### config.mk
export PLATFORM = sky130hd
export DESIGN_NAME = led_vu_meter_peak_hold_unit
export DESIGN_NICKNAME = d
export VERILOG_FILES = /design/src/rtl/lvm_pkg.sv /design/src/rtl/lvm_ctrl.sv /design/src/rtl/lvm_datapath.sv /design/src/rtl/led_vu_meter_peak_hold_unit.sv
export SDC_FILE = /design/constraint.sdc
export NUM_CORES = 1
export LEC_CHECK = 0
export BUFFER_PORTS_ARGS = -buffer_cell sky130_fd_sc_hd__buf_2
export CAP_MARGIN = 20
export CELL_PAD_IN_SITES_DETAIL_PLACEMENT = 0
export CELL_PAD_IN_SITES_GLOBAL_PLACEMENT = 2
export CORE_AREA = 2 2 200 350
export DETAILED_ROUTE_END_ITERATION = 8
export DIE_AREA = 0 0 202 352
export GPL_TIMING_DRIVEN = 0
export HOLD_SLACK_MARGIN = 0.15
export PLACE_DENSITY = 0.74
export SYNTH_ARGS = -nofsm -noshare
export SYNTH_HDL_FRONTEND = slang
export SYNTH_SLANG_ARGS = --single-unit
### constraint.sdc
create_clock -name aclk -period 16.36 [get_ports aclk]
set_clock_uncertainty 0.1 [all_clocks]
set_input_delay 0.818 -clock aclk [delete_from_list [all_inputs] [get_ports aclk]]
set_output_delay 0.818 -clock aclk [all_outputs]
set_load 0.02 [all_outputs]
### src/rtl/lvm_pkg.sv
package lvm_pkg;

    // Default strip capacity
    localparam int MAX_LEDS_DEF = 64;

    // Field widths
    localparam int AMP_W   = 12;
    localparam int LEN_W   = 7;
    localparam int SENS_W  = 7;
    localparam int MODE_W  = 2;
    localparam int COLOR_W = 24;
    localparam int IDX_W   = 6;
    localparam int DECAY_W = 6;
    localparam int CFG_IDX_W  = 2;
    localparam int CFG_DATA_W = 24;

    // Gain = (100 + 9*sensitivity) / 100
    localparam int GAIN_W    = 11;
    localparam int GAIN_BASE = 100;
    localparam int GAIN_STEP = 9;

    // Scale: divide by 409600 = 2^14 * 25
    localparam int PROD1_W     = AMP_W + GAIN_W;
    localparam int PROD2_W     = PROD1_W + LEN_W;
    localparam int SCALE_SHIFT = 14;
    localparam int QUOT_IN_W   = PROD2_W - SCALE_SHIFT;
    localparam int DIV_CONST   = 25;
    localparam int RECIP       = 5243;
    localparam int RECIP_W     = 13;
    localparam int RECIP_SHIFT = 17;
    localparam int RPROD_W     = QUOT_IN_W + RECIP_W;
    localparam int Q_W         = RPROD_W - RECIP_SHIFT;
    localparam int QCHK_W      = Q_W + 5;

    // Peak decay
    localparam int DECAY_PERIOD = 51;

    // Reset values and colours
    localparam logic [LEN_W-1:0]   LEN_RESET   = LEN_W'(64);
    localparam logic [COLOR_W-1:0] COLOR_RESET = 24'hFFFFFF;
    localparam logic [COLOR_W-1:0] PEAK_RGB    = 24'hFF0000;
    localparam logic [COLOR_W-1:0] BLACK_RGB   = 24'h000000;

    // Register indexes
    localparam logic [CFG_IDX_W-1:0] REG_STRIP_LEN = 2'd0;
    localparam logic [CFG_IDX_W-1:0] REG_SENS      = 2'd1;
    localparam logic [CFG_IDX_W-1:0] REG_MODE      = 2'd2;
    localparam logic [CFG_IDX_W-1:0] REG_COLOR     = 2'd3;

    // Layouts
    localparam logic [MODE_W-1:0] MODE_BOTTOM = 2'd0;
    localparam logic [MODE_W-1:0] MODE_CENTRE = 2'd1;
    localparam logic [MODE_W-1:0] MODE_TOP    = 2'd2;

    // Operations
    localparam logic OP_FRAME = 1'b0;
    localparam logic OP_TICK  = 1'b1;

    // Controller states
    typedef enum logic [5:0] {
        S_IDLE  = 6'b000001,
        S_MUL1  = 6'b000010,
        S_MUL2  = 6'b000100,
        S_DIV   = 6'b001000,
        S_COUNT = 6'b010000,
        S_EMIT  = 6'b100000
    } state_t;

    // Controller to datapath
    typedef struct packed {
        logic load_frame;
        logic tick;
        logic mul1;
        logic mul2;
        logic divide;
        logic count;
        logic emit;
    } cmd_t;

    // Datapath to controller
    typedef struct packed {
        logic out_free;
        logic last;
    } status_t;

endpackage

### src/rtl/lvm_ctrl.sv
module lvm_ctrl (
    input  logic              aclk,
    input  logic              aresetn,
    input  logic              s_valid,
    output logic              s_ready,
    input  logic              s_operation,
    input  lvm_pkg::status_t  status,
    output lvm_pkg::cmd_t     cmd
);

    lvm_pkg::state_t state_reg, state_next;
    logic            accept;

    assign s_ready = (state_reg == lvm_pkg::S_IDLE);
    assign accept  = s_valid && s_ready;

    // Sequencing of one frame, and acceptance of ticks in idle
    always_comb begin
        state_next = state_reg;
        cmd        = '0;
        case (state_reg)
            lvm_pkg::S_IDLE: begin
                if (accept) begin
                    if (s_operation == lvm_pkg::OP_TICK) begin
                        cmd.tick = 1'b1;
                    end else begin
                        cmd.load_frame = 1'b1;
                        state_next     = lvm_pkg::S_MUL1;
                    end
                end
            end
            lvm_pkg::S_MUL1: begin
                cmd.mul1   = 1'b1;
                state_next = lvm_pkg::S_MUL2;
            end
            lvm_pkg::S_MUL2: begin
                cmd.mul2   = 1'b1;
                state_next = lvm_pkg::S_DIV;
            end
            lvm_pkg::S_DIV: begin
                cmd.divide = 1'b1;
                state_next = lvm_pkg::S_COUNT;
            end
            lvm_pkg::S_COUNT: begin
                cmd.count  = 1'b1;
                state_next = lvm_pkg::S_EMIT;
            end
            lvm_pkg::S_EMIT: begin
                if (status.out_free) begin
                    cmd.emit = 1'b1;
                    if (status.last) begin
                        state_next = lvm_pkg::S_IDLE;
                    end
                end
            end
            default: begin
                state_next = lvm_pkg::S_IDLE;
            end
        endcase
    end

    always_ff @(posedge aclk) begin
        if (!aresetn) begin
            state_reg <= lvm_pkg::S_IDLE;
        end else begin
            state_reg <= state_next;
        end
    end

endmodule

### src/rtl/lvm_datapath.sv
module lvm_datapath #(
    parameter int MAX_LEDS = lvm_pkg::MAX_LEDS_DEF
) (
    input  logic                            aclk,
    input  logic                            aresetn,
    input  lvm_pkg::cmd_t                   cmd,
    output lvm_pkg::status_t                status,
    input  logic [lvm_pkg::AMP_W-1:0]       s_amplitude,
    input  logic                            cfg_valid,
    input  logic [lvm_pkg::CFG_IDX_W-1:0]   cfg_index,
    input  logic [lvm_pkg::CFG_DATA_W-1:0]  cfg_data,
    output logic                            m_valid,
    input  logic                            m_ready,
    output logic [lvm_pkg::IDX_W-1:0]       m_led_index,
    output logic [7:0]                      m_red,
    output logic [7:0]                      m_green,
    output logic [7:0]                      m_blue,
    output logic                            m_last_led
);

    localparam int LW = lvm_pkg::LEN_W;

    // Configuration registers
    logic [LW-1:0]                    strip_len_reg;
    logic [lvm_pkg::SENS_W-1:0]       sens_reg;
    logic [lvm_pkg::MODE_W-1:0]       mode_reg;
    logic [lvm_pkg::COLOR_W-1:0]      color_reg;

    // Frame datapath
    logic [lvm_pkg::AMP_W-1:0]        amp_reg;
    logic [LW-1:0]                    len_reg;
    logic [LW-1:0]                    len_used;
    logic [lvm_pkg::GAIN_W-1:0]       gain;
    logic [lvm_pkg::PROD1_W-1:0]      prod1_reg;
    logic [lvm_pkg::PROD2_W-1:0]      prod2_reg;
    logic [lvm_pkg::QUOT_IN_W-1:0]    t_reg;
    logic [lvm_pkg::Q_W-1:0]          q0_reg;
    logic [lvm_pkg::RPROD_W-1:0]      rprod;
    logic [lvm_pkg::QCHK_W-1:0]       qchk;
    logic [lvm_pkg::Q_W-1:0]          qfix;
    logic [LW-1:0]                    count_next;
    logic [LW-1:0]                    count_reg;

    // Held peak
    logic [LW-1:0]                    peak_reg, peak_next;
    logic [lvm_pkg::DECAY_W-1:0]      decay_reg, decay_next;

    // LED walk and output register
    logic [LW-1:0]                    idx_reg;
    logic                             m_valid_reg, m_valid_next;
    logic [lvm_pkg::IDX_W-1:0]        led_index_reg;
    logic [lvm_pkg::COLOR_W-1:0]      rgb_reg;
    logic                             last_reg;
    logic                             last_led;
    logic                             lit, mark;
    logic [lvm_pkg::COLOR_W-1:0]      rgb;
    logic [LW:0]                      i8, c8, h8, ph8, cnt8, pk8, len8;

    // Config writes
    always_ff @(posedge aclk) begin
        if (!aresetn) begin
            strip_len_reg <= lvm_pkg::LEN_RESET;
            sens_reg      <= '0;
            mode_reg      <= lvm_pkg::MODE_BOTTOM;
            color_reg     <= lvm_pkg::COLOR_RESET;
        end else if (cfg_valid) begin
            case (cfg_index)
                lvm_pkg::REG_STRIP_LEN: strip_len_reg <= cfg_data[LW-1:0];
                lvm_pkg::REG_SENS:      sens_reg <= cfg_data[lvm_pkg::SENS_W-1:0];
                lvm_pkg::REG_MODE:      mode_reg <= cfg_data[lvm_pkg::MODE_W-1:0];
                lvm_pkg::REG_COLOR:     color_reg <= cfg_data[lvm_pkg::COLOR_W-1:0];
                default: begin
                end
            endcase
        end
    end

    // Strip length in use: zero acts as one, capped at capacity
    always_comb begin
        len_used = strip_len_reg;
        if (strip_len_reg == '0) begin
            len_used = LW'(1);
        end else if (int'(strip_len_reg) > MAX_LEDS) begin
            len_used = LW'(MAX_LEDS);
        end
    end

    assign gain = lvm_pkg::GAIN_W'(lvm_pkg::GAIN_BASE)
                + lvm_pkg::GAIN_W'(sens_reg) * lvm_pkg::GAIN_W'(lvm_pkg::GAIN_STEP);

    function automatic logic [lvm_pkg::QCHK_W-1:0] t_reg_q0_mul(
        input logic [lvm_pkg::Q_W-1:0] q
    );
        logic [lvm_pkg::QCHK_W-1:0] qw;
        qw = lvm_pkg::QCHK_W'(q);
        return (qw << 4) + (qw << 3) + qw;
    endfunction

    // Reciprocal of 25 on the scaled product, then one-step correction and clamp
    assign rprod = lvm_pkg::RPROD_W'(prod2_reg[lvm_pkg::PROD2_W-1:lvm_pkg::SCALE_SHIFT])
                 * lvm_pkg::RPROD_W'(lvm_pkg::RECIP);
    assign qchk  = lvm_pkg::QCHK_W'(t_reg_q0_mul(q0_reg));
    assign qfix  = (qchk > lvm_pkg::QCHK_W'(t_reg)) ? q0_reg - 1'b1 : q0_reg;
    assign count_next = (qfix > lvm_pkg::Q_W'(len_reg)) ? len_reg : qfix[LW-1:0];

    // Multiply and scale stages
    always_ff @(posedge aclk) begin
        if (cmd.load_frame) begin
            amp_reg <= s_amplitude;
            len_reg <= len_used;
        end
        if (cmd.mul1) begin
            prod1_reg <= lvm_pkg::PROD1_W'(amp_reg) * lvm_pkg::PROD1_W'(gain);
        end
        if (cmd.mul2) begin
            prod2_reg <= lvm_pkg::PROD2_W'(prod1_reg) * lvm_pkg::PROD2_W'(len_reg);
        end
        if (cmd.divide) begin
            t_reg <= prod2_reg[lvm_pkg::PROD2_W-1:lvm_pkg::SCALE_SHIFT];
        end
        if (cmd.count) begin
            count_reg <= count_next;
        end
    end

    // q0 is taken together with t, so the correction sees a matching pair
    always_ff @(posedge aclk) begin
        if (cmd.divide) begin
            q0_reg <= rprod[lvm_pkg::RPROD_W-1:lvm_pkg::RECIP_SHIFT];
        end
    end

    // Peak rise on frames, decay on ticks
    always_comb begin
        peak_next  = peak_reg;
        decay_next = decay_reg;
        if (cmd.count) begin
            if (count_next > peak_reg) begin
                peak_next = count_next;
            end
        end else if (cmd.tick) begin
            if (decay_reg == lvm_pkg::DECAY_W'(lvm_pkg::DECAY_PERIOD - 1)) begin
                decay_next = '0;
                if (peak_reg != '0) begin
                    peak_next = peak_reg - 1'b1;
                end
            end else begin
                decay_next = decay_reg + 1'b1;
            end
        end
    end

    always_ff @(posedge aclk) begin
        if (!aresetn) begin
            peak_reg  <= '0;
            decay_reg <= '0;
        end else begin
            peak_reg  <= peak_next;
            decay_reg <= decay_next;
        end
    end

    // Per-LED colour
    assign i8   = {1'b0, idx_reg};
    assign len8 = {1'b0, len_reg};
    assign c8   = {2'b0, len_reg[LW-1:1]};
    assign h8   = {2'b0, count_reg[LW-1:1]};
    assign ph8  = {2'b0, peak_reg[LW-1:1]};
    assign cnt8 = {1'b0, count_reg};
    assign pk8  = {1'b0, peak_reg};

    always_comb begin
        case (mode_reg)
            lvm_pkg::MODE_CENTRE: begin
                lit  = (h8 != '0) && (i8 + h8 > c8) && (i8 < c8 + h8);
                mark = (i8 == c8 + ph8) || (i8 + ph8 == c8);
            end
            lvm_pkg::MODE_TOP: begin
                lit  = (cnt8 != '0) && (i8 + cnt8 >= len8);
                mark = (i8 + pk8 == len8);
            end
            default: begin
                lit  = (idx_reg < count_reg);
                mark = (idx_reg == peak_reg);
            end
        endcase
        if (mark) begin
            rgb = lvm_pkg::PEAK_RGB;
        end else if (lit) begin
            rgb = color_reg;
        end else begin
            rgb = lvm_pkg::BLACK_RGB;
        end
    end

    assign last_led = (i8 + 1'b1 == len8);

    // LED counter
    always_ff @(posedge aclk) begin
        if (cmd.count) begin
            idx_reg <= '0;
        end else if (cmd.emit) begin
            idx_reg <= idx_reg + 1'b1;
        end
    end

    // Output register
    always_comb begin
        m_valid_next = m_valid_reg;
        if (cmd.emit) begin
            m_valid_next = 1'b1;
        end else if (m_ready) begin
            m_valid_next = 1'b0;
        end
    end

    always_ff @(posedge aclk) begin
        if (!aresetn) begin
            m_valid_reg <= 1'b0;
        end else begin
            m_valid_reg <= m_valid_next;
        end
    end

    always_ff @(posedge aclk) begin
        if (cmd.emit) begin
            led_index_reg <= idx_reg[lvm_pkg::IDX_W-1:0];
            rgb_reg       <= rgb;
            last_reg      <= last_led;
        end
    end

    assign status.out_free = !m_valid_reg || m_ready;
    assign status.last     = last_led;

    assign m_valid     = m_valid_reg;
    assign m_led_index = led_index_reg;
    assign m_red       = rgb_reg[23:16];
    assign m_green     = rgb_reg[15:8];
    assign m_blue      = rgb_reg[7:0];
    assign m_last_led  = last_reg;

endmodule

### src/rtl/led_vu_meter_peak_hold_unit.sv
// Frame item: after the multiply, scale and clamp steps, one LED per cycle is emitted
// while m_ready is high; no new item is taken until the frame's last LED is emitted.
// Tick item: no result; the next item may follow at once.
// aresetn (synchronous, active low) restores register defaults, clears peak and tick count.
module led_vu_meter_peak_hold_unit #(
    parameter int MAX_LEDS = lvm_pkg::MAX_LEDS_DEF
) (
    input  logic                            aclk,
    input  logic                            aresetn,
    input  logic                            s_valid,
    output logic                            s_ready,
    input  logic                            s_operation,
    input  logic [lvm_pkg::AMP_W-1:0]       s_amplitude,
    output logic                            m_valid,
    input  logic                            m_ready,
    output logic [lvm_pkg::IDX_W-1:0]       m_led_index,
    output logic [7:0]                      m_red,
    output logic [7:0]                      m_green,
    output logic [7:0]                      m_blue,
    output logic                            m_last_led,
    input  logic                            cfg_valid,
    output logic                            cfg_ready,
    input  logic [lvm_pkg::CFG_IDX_W-1:0]   cfg_index,
    input  logic [lvm_pkg::CFG_DATA_W-1:0]  cfg_data
);

    lvm_pkg::cmd_t    cmd;
    lvm_pkg::status_t status;

    // Register writes always complete at once
    assign cfg_ready = 1'b1;

    lvm_ctrl u_ctrl (
        .aclk        (aclk),
        .aresetn     (aresetn),
        .s_valid     (s_valid),
        .s_ready     (s_ready),
        .s_operation (s_operation),
        .status      (status),
        .cmd         (cmd)
    );

    lvm_datapath #(
        .MAX_LEDS (MAX_LEDS)
    ) u_datapath (
        .aclk        (aclk),
        .aresetn     (aresetn),
        .cmd         (cmd),
        .status      (status),
        .s_amplitude (s_amplitude),
        .cfg_valid   (cfg_valid),
        .cfg_index   (cfg_index),
        .cfg_data    (cfg_data),
        .m_valid     (m_valid),
        .m_ready     (m_ready),
        .m_led_index (m_led_index),
        .m_red       (m_red),
        .m_green     (m_green),
        .m_blue      (m_blue),
        .m_last_led  (m_last_led)
    );

endmodule

# Word level (Yosys, flattened, before mapping)
# Cells that the tools add are included.
[op_classes]
n_lt_le_gt_ge = 8
div = 0
n_eq_ne = 22
mul = 4
add_sub_neg = 14
shifts = 0
bitwise = 2
mux = 29
n_reduce_logical = 25
[op_table]
columns = ["operator", "n"]
rows = [
  ["$mux W7", 7],
  ["$pmux W6 S6", 1],
  ["$mul A23 B7 Y30", 1],
  ["$mux W6", 5],
  ["$mul A16 B13 Y29 const B", 1],
  ["$mux W24", 1],
  ["$mul A12 B11 Y23", 1],
  ["$add A16 B15 Y17", 1],
  ["$add A17 B12 Y17", 1],
  ["$gt A17 B16 Y1", 1],
  ["$add A7 B6 Y8", 2],
  ["$add A7 B7 Y8", 2],
  ["$eq A8 B7 Y1", 2],
  ["$reduce_bool A8 Y1", 2],
  ["$add A6 B6 Y7", 2],
  ["$eq A6 B6 Y1 const B", 2],
  ["$gt A12 B7 Y1", 1],
  ["$mux W12", 1],
  ["$sub A12 B1 Y12 const B", 1],
  ["$add A7 B11 Y11 const A", 1],
  ["$mul A7 B4 Y11 const B", 1],
  ["$mux W1", 10],
  ["$reduce_and A2 Y1", 5],
  ["$add A7 B1 Y8 const B", 1],
  ["other kinds (33)", 51],
]
[totals]
out_inout_bits = 34
word_cells = 125
latch_bits = 0
memories = 0
input_bits = 44
ff_bits = 205
mem_bits_ro = 0
ramBits = 0

# Longest topological paths before layout
# Gate-level depths: netlist of run 1.
[depth]
depth_word = 9
depth_mapped = 40
ltp_nobuf = 40

# Modules after synthesis
# A second synthesis of run 1 with hierarchy kept.
[hier_totals]
cells_unflattened = 2460
hier_area_um2 = 23582.6
[modules_own_cells]
columns = ["mod", "cells_per_inst", "seq_area_each_um2", "area_each_um2", "n_inst"]
rows = [
  ["lvm_datapath", 2419, 4944.7, 23234.8, 1],
  ["lvm_ctrl", 39, 120.1, 336.6, 1],
  ["led_vu_meter_peak_hold_unit", 2, 0.0, 11.3, 1],
]

# Least setup slack after synthesis of run 1
# OpenSTA, ideal clock, no wires.
[synth_timing]
path_type = "register to register"
start = "reg u_datapath.q0_reg[1] in the netlist's numbering"
end = "reg u_datapath.peak_reg[3]"
t_required_ps = 16173
setup_slack_ps = 8694
setup_time_ps = 87
period_less_slack_ps = 7666
arrival_ps = 7479
path_buffers = 0
stages_incl_launch_ff = 38
path_cell_list = "edfxtp_1 -> fa_1 -> ha_1 -> a21o_1 -> a21oi_1 -> o21bai_1 -> a21oi_1 -> nor2b_1 -> o21a_1 -> o31a_1 -> o41ai_1 -> xnor2_1 -> ha_1 -> a2111oi_0 -> o2111ai_1 -> a221oi_2 -> nand2_1 -> mux2i_1 -> [... 2 more ...] -> o21a_1 -> o21a_1 -> o21a_1 -> o21a_1 -> o21a_1 -> o22a_1 -> nor3_1 -> nor2_1 -> ha_1 -> nor2b_1 -> o21a_1 -> o21bai_1 -> a31oi_2 -> nor2b_4 -> or3_1 -> a21oi_1 -> o21ai_1 -> o31ai_1"
[synth_between]
elab_chain_len = 9
elab_cells_between_ends = 12
classes_between = "3 x add/sub; 3 x order compare; 1 x eq/ne; 4 x mux; 1 x reduce/logical"
[synth_rtl]
columns = ["element", "line", "rtl"]
rows = [
  ["start: declaration", "lvm_datapath.sv:37", "logic [lvm_pkg::Q_W-1:0] q0_reg;"],
  ["start signal: assignment", "lvm_datapath.sv:129", "q0_reg <= rprod[lvm_pkg::RPROD_W-1:lvm_pkg::RECIP_SHIFT];"],
  ["$add A16 B15 Y17", "lvm_datapath.sv:96", "return (qw << 4) + (qw << 3) + qw;"],
  ["$add A17 B12 Y17", "lvm_datapath.sv:96", ""],
  ["$gt A17 B16 Y1", "lvm_datapath.sv:103", "assign qfix = (qchk > lvm_pkg::QCHK_W'(t_reg)) ? q0_reg - 1'b1 : q0_reg;"],
  ["$mux W12 *", "lvm_datapath.sv:103", ""],
  ["$gt A12 B7 Y1", "lvm_datapath.sv:104", "assign count_next = (qfix > lvm_pkg::Q_W'(len_reg)) ? len_reg : qfix[LW-1:0];"],
  ["$mux W7 *", "lvm_datapath.sv:104", ""],
  ["via u_datapath.count_next[1]", "lvm_datapath.sv:41", "logic [LW-1:0] count_next;"],
  ["$gt A7 B7 Y1 *", "lvm_datapath.sv:138", "if (count_next > peak_reg) begin"],
  ["$ne A2 B1 Y1 (no source line) *", "-", ""],
  ["$reduce_and A4 Y1 (no source line) *", "-", ""],
  ["end signal: assignment", "lvm_datapath.sv:158", "peak_reg <= peak_next;"],
  ["end: declaration", "lvm_datapath.sv:45", "logic [LW-1:0] peak_reg, peak_next;"],
]
# The timed path passes the listed nets; every way through them passes the cells marked *. The select of a mux whose other input is x is not followed.
# A chain may end at the register's enable or synchronous reset.

# Worst setup path in the final report of run 1
[layout_timing]
start = "reg u_datapath.q0_reg[5] in the netlist's numbering"
end = "reg u_datapath.peak_reg[3]"
# The elaborated chain is that of the path after synthesis.

==> results_dict.tcl, run 1 <==
set metrics [dict create \
    slew_viol_final 0 \
    layout.area.seq_um2 5060 \
    critical_path_arrival_ns 9.18 \
    crit_type "register to register" \
    met2_length_mm 34.6 \
    synth.yosys.warnings 0 \
    worst-slew-pin-transition_ns 1.00 \
    synthFlopType "sky130_fd_sc_hd__edfxtp_1" \
    clkSlewWorstSetupHoldPaths_ns 0.08 \
    powerDensity_nw_per_um2 71.7 \
    ff2ff_setup_slack_ns 7.44 \
    synthDominantAreaCellType "sky130_fd_sc_hd__fa_1" \
    place_congestion 0.840 \
    crit_family "compound AO/OA/AOI/OAI gates" \
    via_count 16700 \
    cp_common_cell "sky130_fd_sc_hd__o21a_1" \
    synth_seq_area_share 0.214 \
    design.final.nets 3225 \
    critical_path.n_buffers_inverters 0 \
    die_span_y_um 352 \
    hp-class "register to register" \
    routed_wl_mm 59.5 \
    synth.area.top_cells "sky130_fd_sc_hd__fa_1 (24%), sky130_fd_sc_hd__ha_1 (19%), sky130_fd_sc_hd__edfxtp_1 (16%)" \
    synth_top_area_frac 0.239 \
    holdBufCountCts 0 \
    distinct_cells_synth 80 \
    drtAntennaViolNets 0 \
    cts-resized-gates 0 \
    rsz0062_at_grt "false" \
    core_area_um2 68200 \
    endpoint "u_datapath.peak_reg[3]" \
    cts_tree "built" \
    crit-reg2reg-capture "u_datapath.peak_reg[3]" \
    final.min_clock_period_ns 8.92 \
    max_freq_ghz 0.112 \
    initial_utilization 0.348 \
    clock_sink_count 191 \
    timing.reg2reg.worst_path_depth 37 \
    drtIter0Drc 610 \
    setup_total_negative_slack_ns 0 \
    met3_routed_wl_mm 1.01 \
    period_share 0.545 \
    num_antenna_cells 0 \
    synth_edf_count 124 \
    port_buffers 75 \
    worstSkewPairLatency_ns 0.47 \
    gr-usage-all-layers 0.172 \
    synth.ff_latch_count 191 \
    finalHoldWorstSlack_ns 0.368 \
    final_cells 3461 \
    crit_slowest_cell "sky130_fd_sc_hd__edfxtp_1" \
    run_status "completed" \
    dieArea_um2 71100 \
    drv.max_cap_violation_count 0 \
    die_w_um 202 \
    syn_inst 2443 \
    timing_hold_violations_final 0 \
    vias_per_cell 4.83 \
    drive_gt1_frac 0.0539 \
    post_synth_most_frequent_cells "sky130_fd_sc_hd__inv_1 (412), sky130_fd_sc_hd__ha_1 (353), sky130_fd_sc_hd__fa_1 (283), sky130_fd_sc_hd__nand2_1 (281), sky130_fd_sc_hd__edfxtp_1 (124)" \
    leakage_nw 12.5 \
    synth-async-reset-ratio 0 \
    synth_fp_nets 3123 \
    wl_met1_mm 22.8 \
    cts_inserted_buffers 17 \
    core.rowCount 127 \
    r2r-start "u_datapath.q0_reg[5]" \
    syn_avg_cell_area_um2 9.70 \
    dpl.hpwl_mm 50.5 \
    clock_tree.buffer_depth 2 \
    worst_ep_required_time_ns 16.62 \
    cts.htree.levels 4 \
    clock-root-buffer "sky130_fd_sc_hd__clkbuf_16" \
    cts.repair_timing.setup_buffer_count 0 \
    post_drt_wl_per_cell_um 17.2 \
    grt_start_max_net_pins 29 \
    post-route-drc-count 0 \
    pin_count 78 \
    timing.max_slew.rel_slack 0.332 \
    setup_viol 0 \
    grt.overflow.total 0 \
    grt_pass1_vias 18400 \
    synth_most_common_cell "sky130_fd_sc_hd__inv_1" \
    drt_pre_antenna_iters 5 \
    highest_ir_drop_seen_on_vdd_mv 0.0768 \
    cp_slowest_stage_delay_ns 0.53 \
    place.detailed.instances 3429 \
    grt_pass1_wl_mm 96.4 \
    maxUsedRoutingLayer "met4" \
    timing.critical_path.depth 37 \
    syn_area_um2 23700 \
    layout-area-overhead-vs-synth_pct 9.33 \
    timing.critical_path.from_type "register" \
    worst_setup_path_startpoint "u_datapath.q0_reg[5]" \
    multi_input_area_um2 16800 \
    timing.critical_path.fanout_max 8 \
    cp-end-kind "register" \
    fill_cells 6874 \
    antenna_found_initial 0 \
]
-- per-layer routing --
layer / up-vias / GRT usage
met2: 174 / 0.353
met4: 0 / 0.0434
met3: 46 / 0.0192
met1: 8334 / 0.182
met5: - / 0
li1: 8170 / -
-- layout make-up --
class | instances | share of cell area
multi-input cells | 1770 | 0.649
flip-flops and latches | 191 | 0.195
inverters | 412 | 0.0597
well taps | 903 | 0.0436
repair buffers | 83 | 0.0179
clock buffers | 19 | 0.0175
plain buffers | 70 | 0.0113
clock inverters | 13 | 0.00541
-- logic make-up after synthesis --
kind of cell | after synthesis | share of synthesized area
AND/OR/NAND/NOR | 703 | 0.146
adder cells (fa/ha/maj) | 636 | 0.425
buffers and inverters | 482 | 0.0776
AO/OA/AOI/OAI | 284 | 0.0813
flip-flops | 191 | 0.214
XOR/XNOR | 122 | 0.0451
multiplexers | 24 | 0.0104
other | 1 | 0.000158
-- worst register-to-register path, delay by kind of cell (launching register included) --
kind | cells | cell delay [ns]
mux | 1 | 0.31
simple gates | 8 | 1.33
fa+ha+maj | 5 | 1.59
xor+xnor | 1 | 0.17
flops | 1 | 0.53
compound gates | 22 | 4.79
-- metrics by stage --
stage	setup slack (ns)	total power [mW]	util	instance area [µm²]
floorplan	8.69	1.24	-	23700
global placement	7.50	1.42	0.370	25200
detailed placement	7.39	1.44	0.371	25300
CTS	7.35	1.89	0.380	25900
global route	6.69	2.02	0.380	25900
finish	7.44	1.86	0.380	25900
-- cell usage in the layout, fill, tap and decap left out, types with 23 or more instances in the layout --
| master | Yosys | routed |
|---|---|---|
| sky130_fd_sc_hd__dfxtp_1 | 67 | 67 |
| sky130_fd_sc_hd__a21oi_1 | 72 | 72 |
| sky130_fd_sc_hd__buf_2 | 3 | 79 |
| sky130_fd_sc_hd__nand2b_1 | 23 | 23 |
| sky130_fd_sc_hd__nor2_1 | 80 | 80 |
| sky130_fd_sc_hd__clkbuf_1 | 58 | 58 |
| sky130_fd_sc_hd__xor2_1 | 37 | 37 |
| sky130_fd_sc_hd__nor2b_1 | 44 | 44 |
| sky130_fd_sc_hd__ha_1 | 353 | 353 |
| sky130_fd_sc_hd__nor3_1 | 28 | 27 |
| sky130_fd_sc_hd__inv_1 | 412 | 412 |
| sky130_fd_sc_hd__o21a_1 | 29 | 29 |
| sky130_fd_sc_hd__nand3_1 | 54 | 54 |
| sky130_fd_sc_hd__nand2_1 | 281 | 281 |
| sky130_fd_sc_hd__fa_1 | 283 | 283 |
| sky130_fd_sc_hd__and2_1 | 119 | 119 |
| sky130_fd_sc_hd__a21o_1 | 45 | 45 |
| sky130_fd_sc_hd__edfxtp_1 | 124 | 124 |
| sky130_fd_sc_hd__xnor2_1 | 85 | 85 |
-- worst min path at each step --
stage / start / endpoint / cells past startpoint
2_1_floorplan: u_datapath.color_reg[0] / u_datapath.color_reg[0] / 2
3_3_place_gp: u_datapath.color_reg[15] / u_datapath.color_reg[15] / 2
3_5_place_dp: u_datapath.color_reg[14] / u_datapath.color_reg[14] / 2
4_1_cts: u_datapath.color_reg[14] / u_datapath.color_reg[14] / 2
5_1_grt: s_amplitude[1] / u_datapath.amp_reg[1] / 1
6_report: u_datapath.color_reg[14] / u_datapath.color_reg[14] / 2
-- where the power goes --
part	leakage [nW]	total (mW)	switching, mW	internal (mW)
Sequential	1.68	0.579	0.0148	0.564
Clock	0.287	0.437	0.224	0.213
Combinational	10.6	0.841	0.474	0.367
Total	12.5	1.86	0.713	1.14
(Power assumes the default switching activity.)
==> run 2, diff against run 1 <==
PLACE_DENSITY = 0.77   (was 0.74)
clock period = 8 ns   (was 16.36 ns; I/O delays follow)
==> results_dict.tcl, run 2 (synthesis results as in run 1) <==
set metrics [dict create \
    run_status "completed" \
    max_freq_ghz 0.127 \
    cts_tree "built" \
    hold_crit_depth 3 \
    num_antenna_cells 0 \
    crit-reg2reg-capture "u_datapath.peak_reg[3]" \
    routed_wl_mm 59.1 \
    timing.critical_path.from_type "register" \
    r2r-start "u_datapath.q0_reg[2]" \
    setup_total_negative_slack_ns 0 \
    worstSkewPairLatency_ns 0.48 \
    mostFrequentLayoutCells "sky130_fd_sc_hd__inv_1 (410), sky130_fd_sc_hd__ha_1 (350), sky130_fd_sc_hd__fa_1 (281)" \
    dieArea_um2 71100 \
    commonest_non_fill_non_tap_cell_in_the_layout "sky130_fd_sc_hd__inv_1" \
    timing_hold_violations_final 0 \
    grt_start_max_net_pins 33 \
    rsz0062_at_grt "true" \
    design.final.nets 3288 \
    worst-slew-pin-transition_ns 0.995 \
    drt_pre_antenna_iters 4 \
    timing.max_slew.rel_slack 0.337 \
    grt_pass1_wl_mm 96.5 \
    post-route-drc-count 0 \
    period_share 0.983 \
    clock-root-buffer "sky130_fd_sc_hd__clkbuf_16" \
    port_buffers 75 \
    vias_per_cell 4.87 \
    drive_gt1_frac 0.0855 \
    grt.overflow.total 0 \
    core.rowCount 127 \
    postLayoutCoreUtil 0.395 \
    initial_utilization 0.348 \
    die_w_um 202 \
    place_congestion 0.828 \
    hp-class "input port to register" \
    die_span_y_um 352 \
    timing.reg2reg.worst_path_depth 38 \
    final.min_clock_period_ns 7.86 \
    grt_pass1_vias 18900 \
    clkSlewWorstSetupHoldPaths_ns 0.09 \
    timing.critical_path.fanout_max 7 \
    powerDensity_nw_per_um2 144 \
    post_drt_wl_per_cell_um 16.8 \
    cts_inserted_buffers 17 \
    via_count 17100 \
    cp-end-kind "register" \
    place.detailed.instances 3429 \
    antenna_found_initial 0 \
    drtAntennaViolNets 0 \
    highest_ir_drop_seen_on_vdd_mv 0.131 \
    clock_sink_count 191 \
    drv.max_cap_violation_count 0 \
    post_place_instance_area_um2 25300 \
    gr-usage-all-layers 0.172 \
    core_area_um2 68200 \
    drtIter0Drc 564 \
    pin_count 78 \
    ff2ff_setup_slack_ns 0.14 \
    setup_viol 0 \
    slew_viol_final 0 \
    cp_common_cell "sky130_fd_sc_hd__o21a_1" \
    critical_path_arrival_ns 8.17 \
    min-delay-start "aresetn" \
    cp_slowest_stage_delay_ns 0.55 \
    worst_ep_required_time_ns 8.31 \
    dpl.hpwl_mm 49.7 \
    clock_tree.buffer_depth 2 \
    postLayoutCellArea_um2 26900 \
    crit_slowest_cell "sky130_fd_sc_hd__fa_1" \
    finalHoldWorstSlack_ns 0.193 \
    final_cells 3524 \
    leakage_nw 13.0 \
    worstHoldEndpoint "u_datapath.color_reg[3]" \
    layout-area-overhead-vs-synth_pct 13.6 \
    crit_type "register to register" \
    cts.htree.levels 4 \
]
[run 2: where the power goes]
| part | internal (mW) | leakage [nW] | total [mW] | switching, mW |
|---|---|---|---|---|
| registers | 1.15 | 1.68 | 1.18 | 0.0296 |
| logic | 0.776 | 11.0 | 1.76 | 0.981 |
| clock network | 0.465 | 0.312 | 0.943 | 0.478 |
| total | 2.40 | 13.0 | 3.88 | 1.49 |
[run 2: layout make-up]
type	instances	area (µm²)
fill	6763	41200
multi-input combinational	1770	17200
sequential	191	5070
inverter	412	1550
tap	903	1130
timing repair buffer	147	1060
clock buffer	17	425
buffer	69	293
clock inverter	15	220
[run 2: what timing repair did]
item                                    in CTS  in global routing
hold endpoints to repair                    46                  0
buffers inserted                            11                 18
pin swaps                                    4                 40
resized for setup                           27                 56
hold buffers                                36                  0
endpoints found under the setup margin      13                 12
[run 2: metal layers]
| metal | wire length [µm] | part of all wire | up-vias | global-route usage |
|---|---|---|---|---|
| li1 | - | - | 8298 | - |
| met1 | 21800 | 0.37 | 8506 | 0.173 |
| met2 | 33900 | 0.57 | 233 | 0.351 |
| met3 | 1170 | 0.020 | 111 | 0.0167 |
| met4 | 2190 | 0.037 | 0 | 0.0696 |
| met5 | 0 | 0 | - | 0 |
[run 2: how the worst max path moves through the flow]
stage	from	end	slack, ns	cells past startpoint
6_report	u_datapath.q0_reg[2]	u_datapath.peak_reg[3]	0.14	38
5_1_grt	u_datapath.q0_reg[2]	u_datapath.peak_reg[3]	-0.30	38
4_1_cts	u_datapath.q0_reg[0]	u_datapath.peak_reg[3]	0.01	35
3_5_place_dp	u_datapath.q0_reg[1]	u_datapath.peak_reg[3]	-0.86	36
3_3_place_gp	u_datapath.q0_reg[1]	u_datapath.peak_reg[3]	-0.75	37
2_1_floorplan	u_datapath.q0_reg[1]	u_datapath.peak_reg[3]	0.33	37
[run 2: through the flow]
step	setup slack, ns	power [mW]
after CTS	0.0103	3.95
after floorplan	0.334	2.54
final	0.136	3.88
after global placement	-0.754	2.91
after detailed placement	-0.860	2.94
after global routing	-0.300	4.22
[run 2: critical path, delay by kind of cell, from the launching register on]
family	cells	cell delay [ns]
xor gates and xnor gates	1	0.15
buffers and inverters	1	0.17
muxes	1	0.24
DFF	1	0.48
and+or+nand+nor	10	1.41
AOI/OAI and AO/OA	20	3.62
adders and majority gates	5	1.62
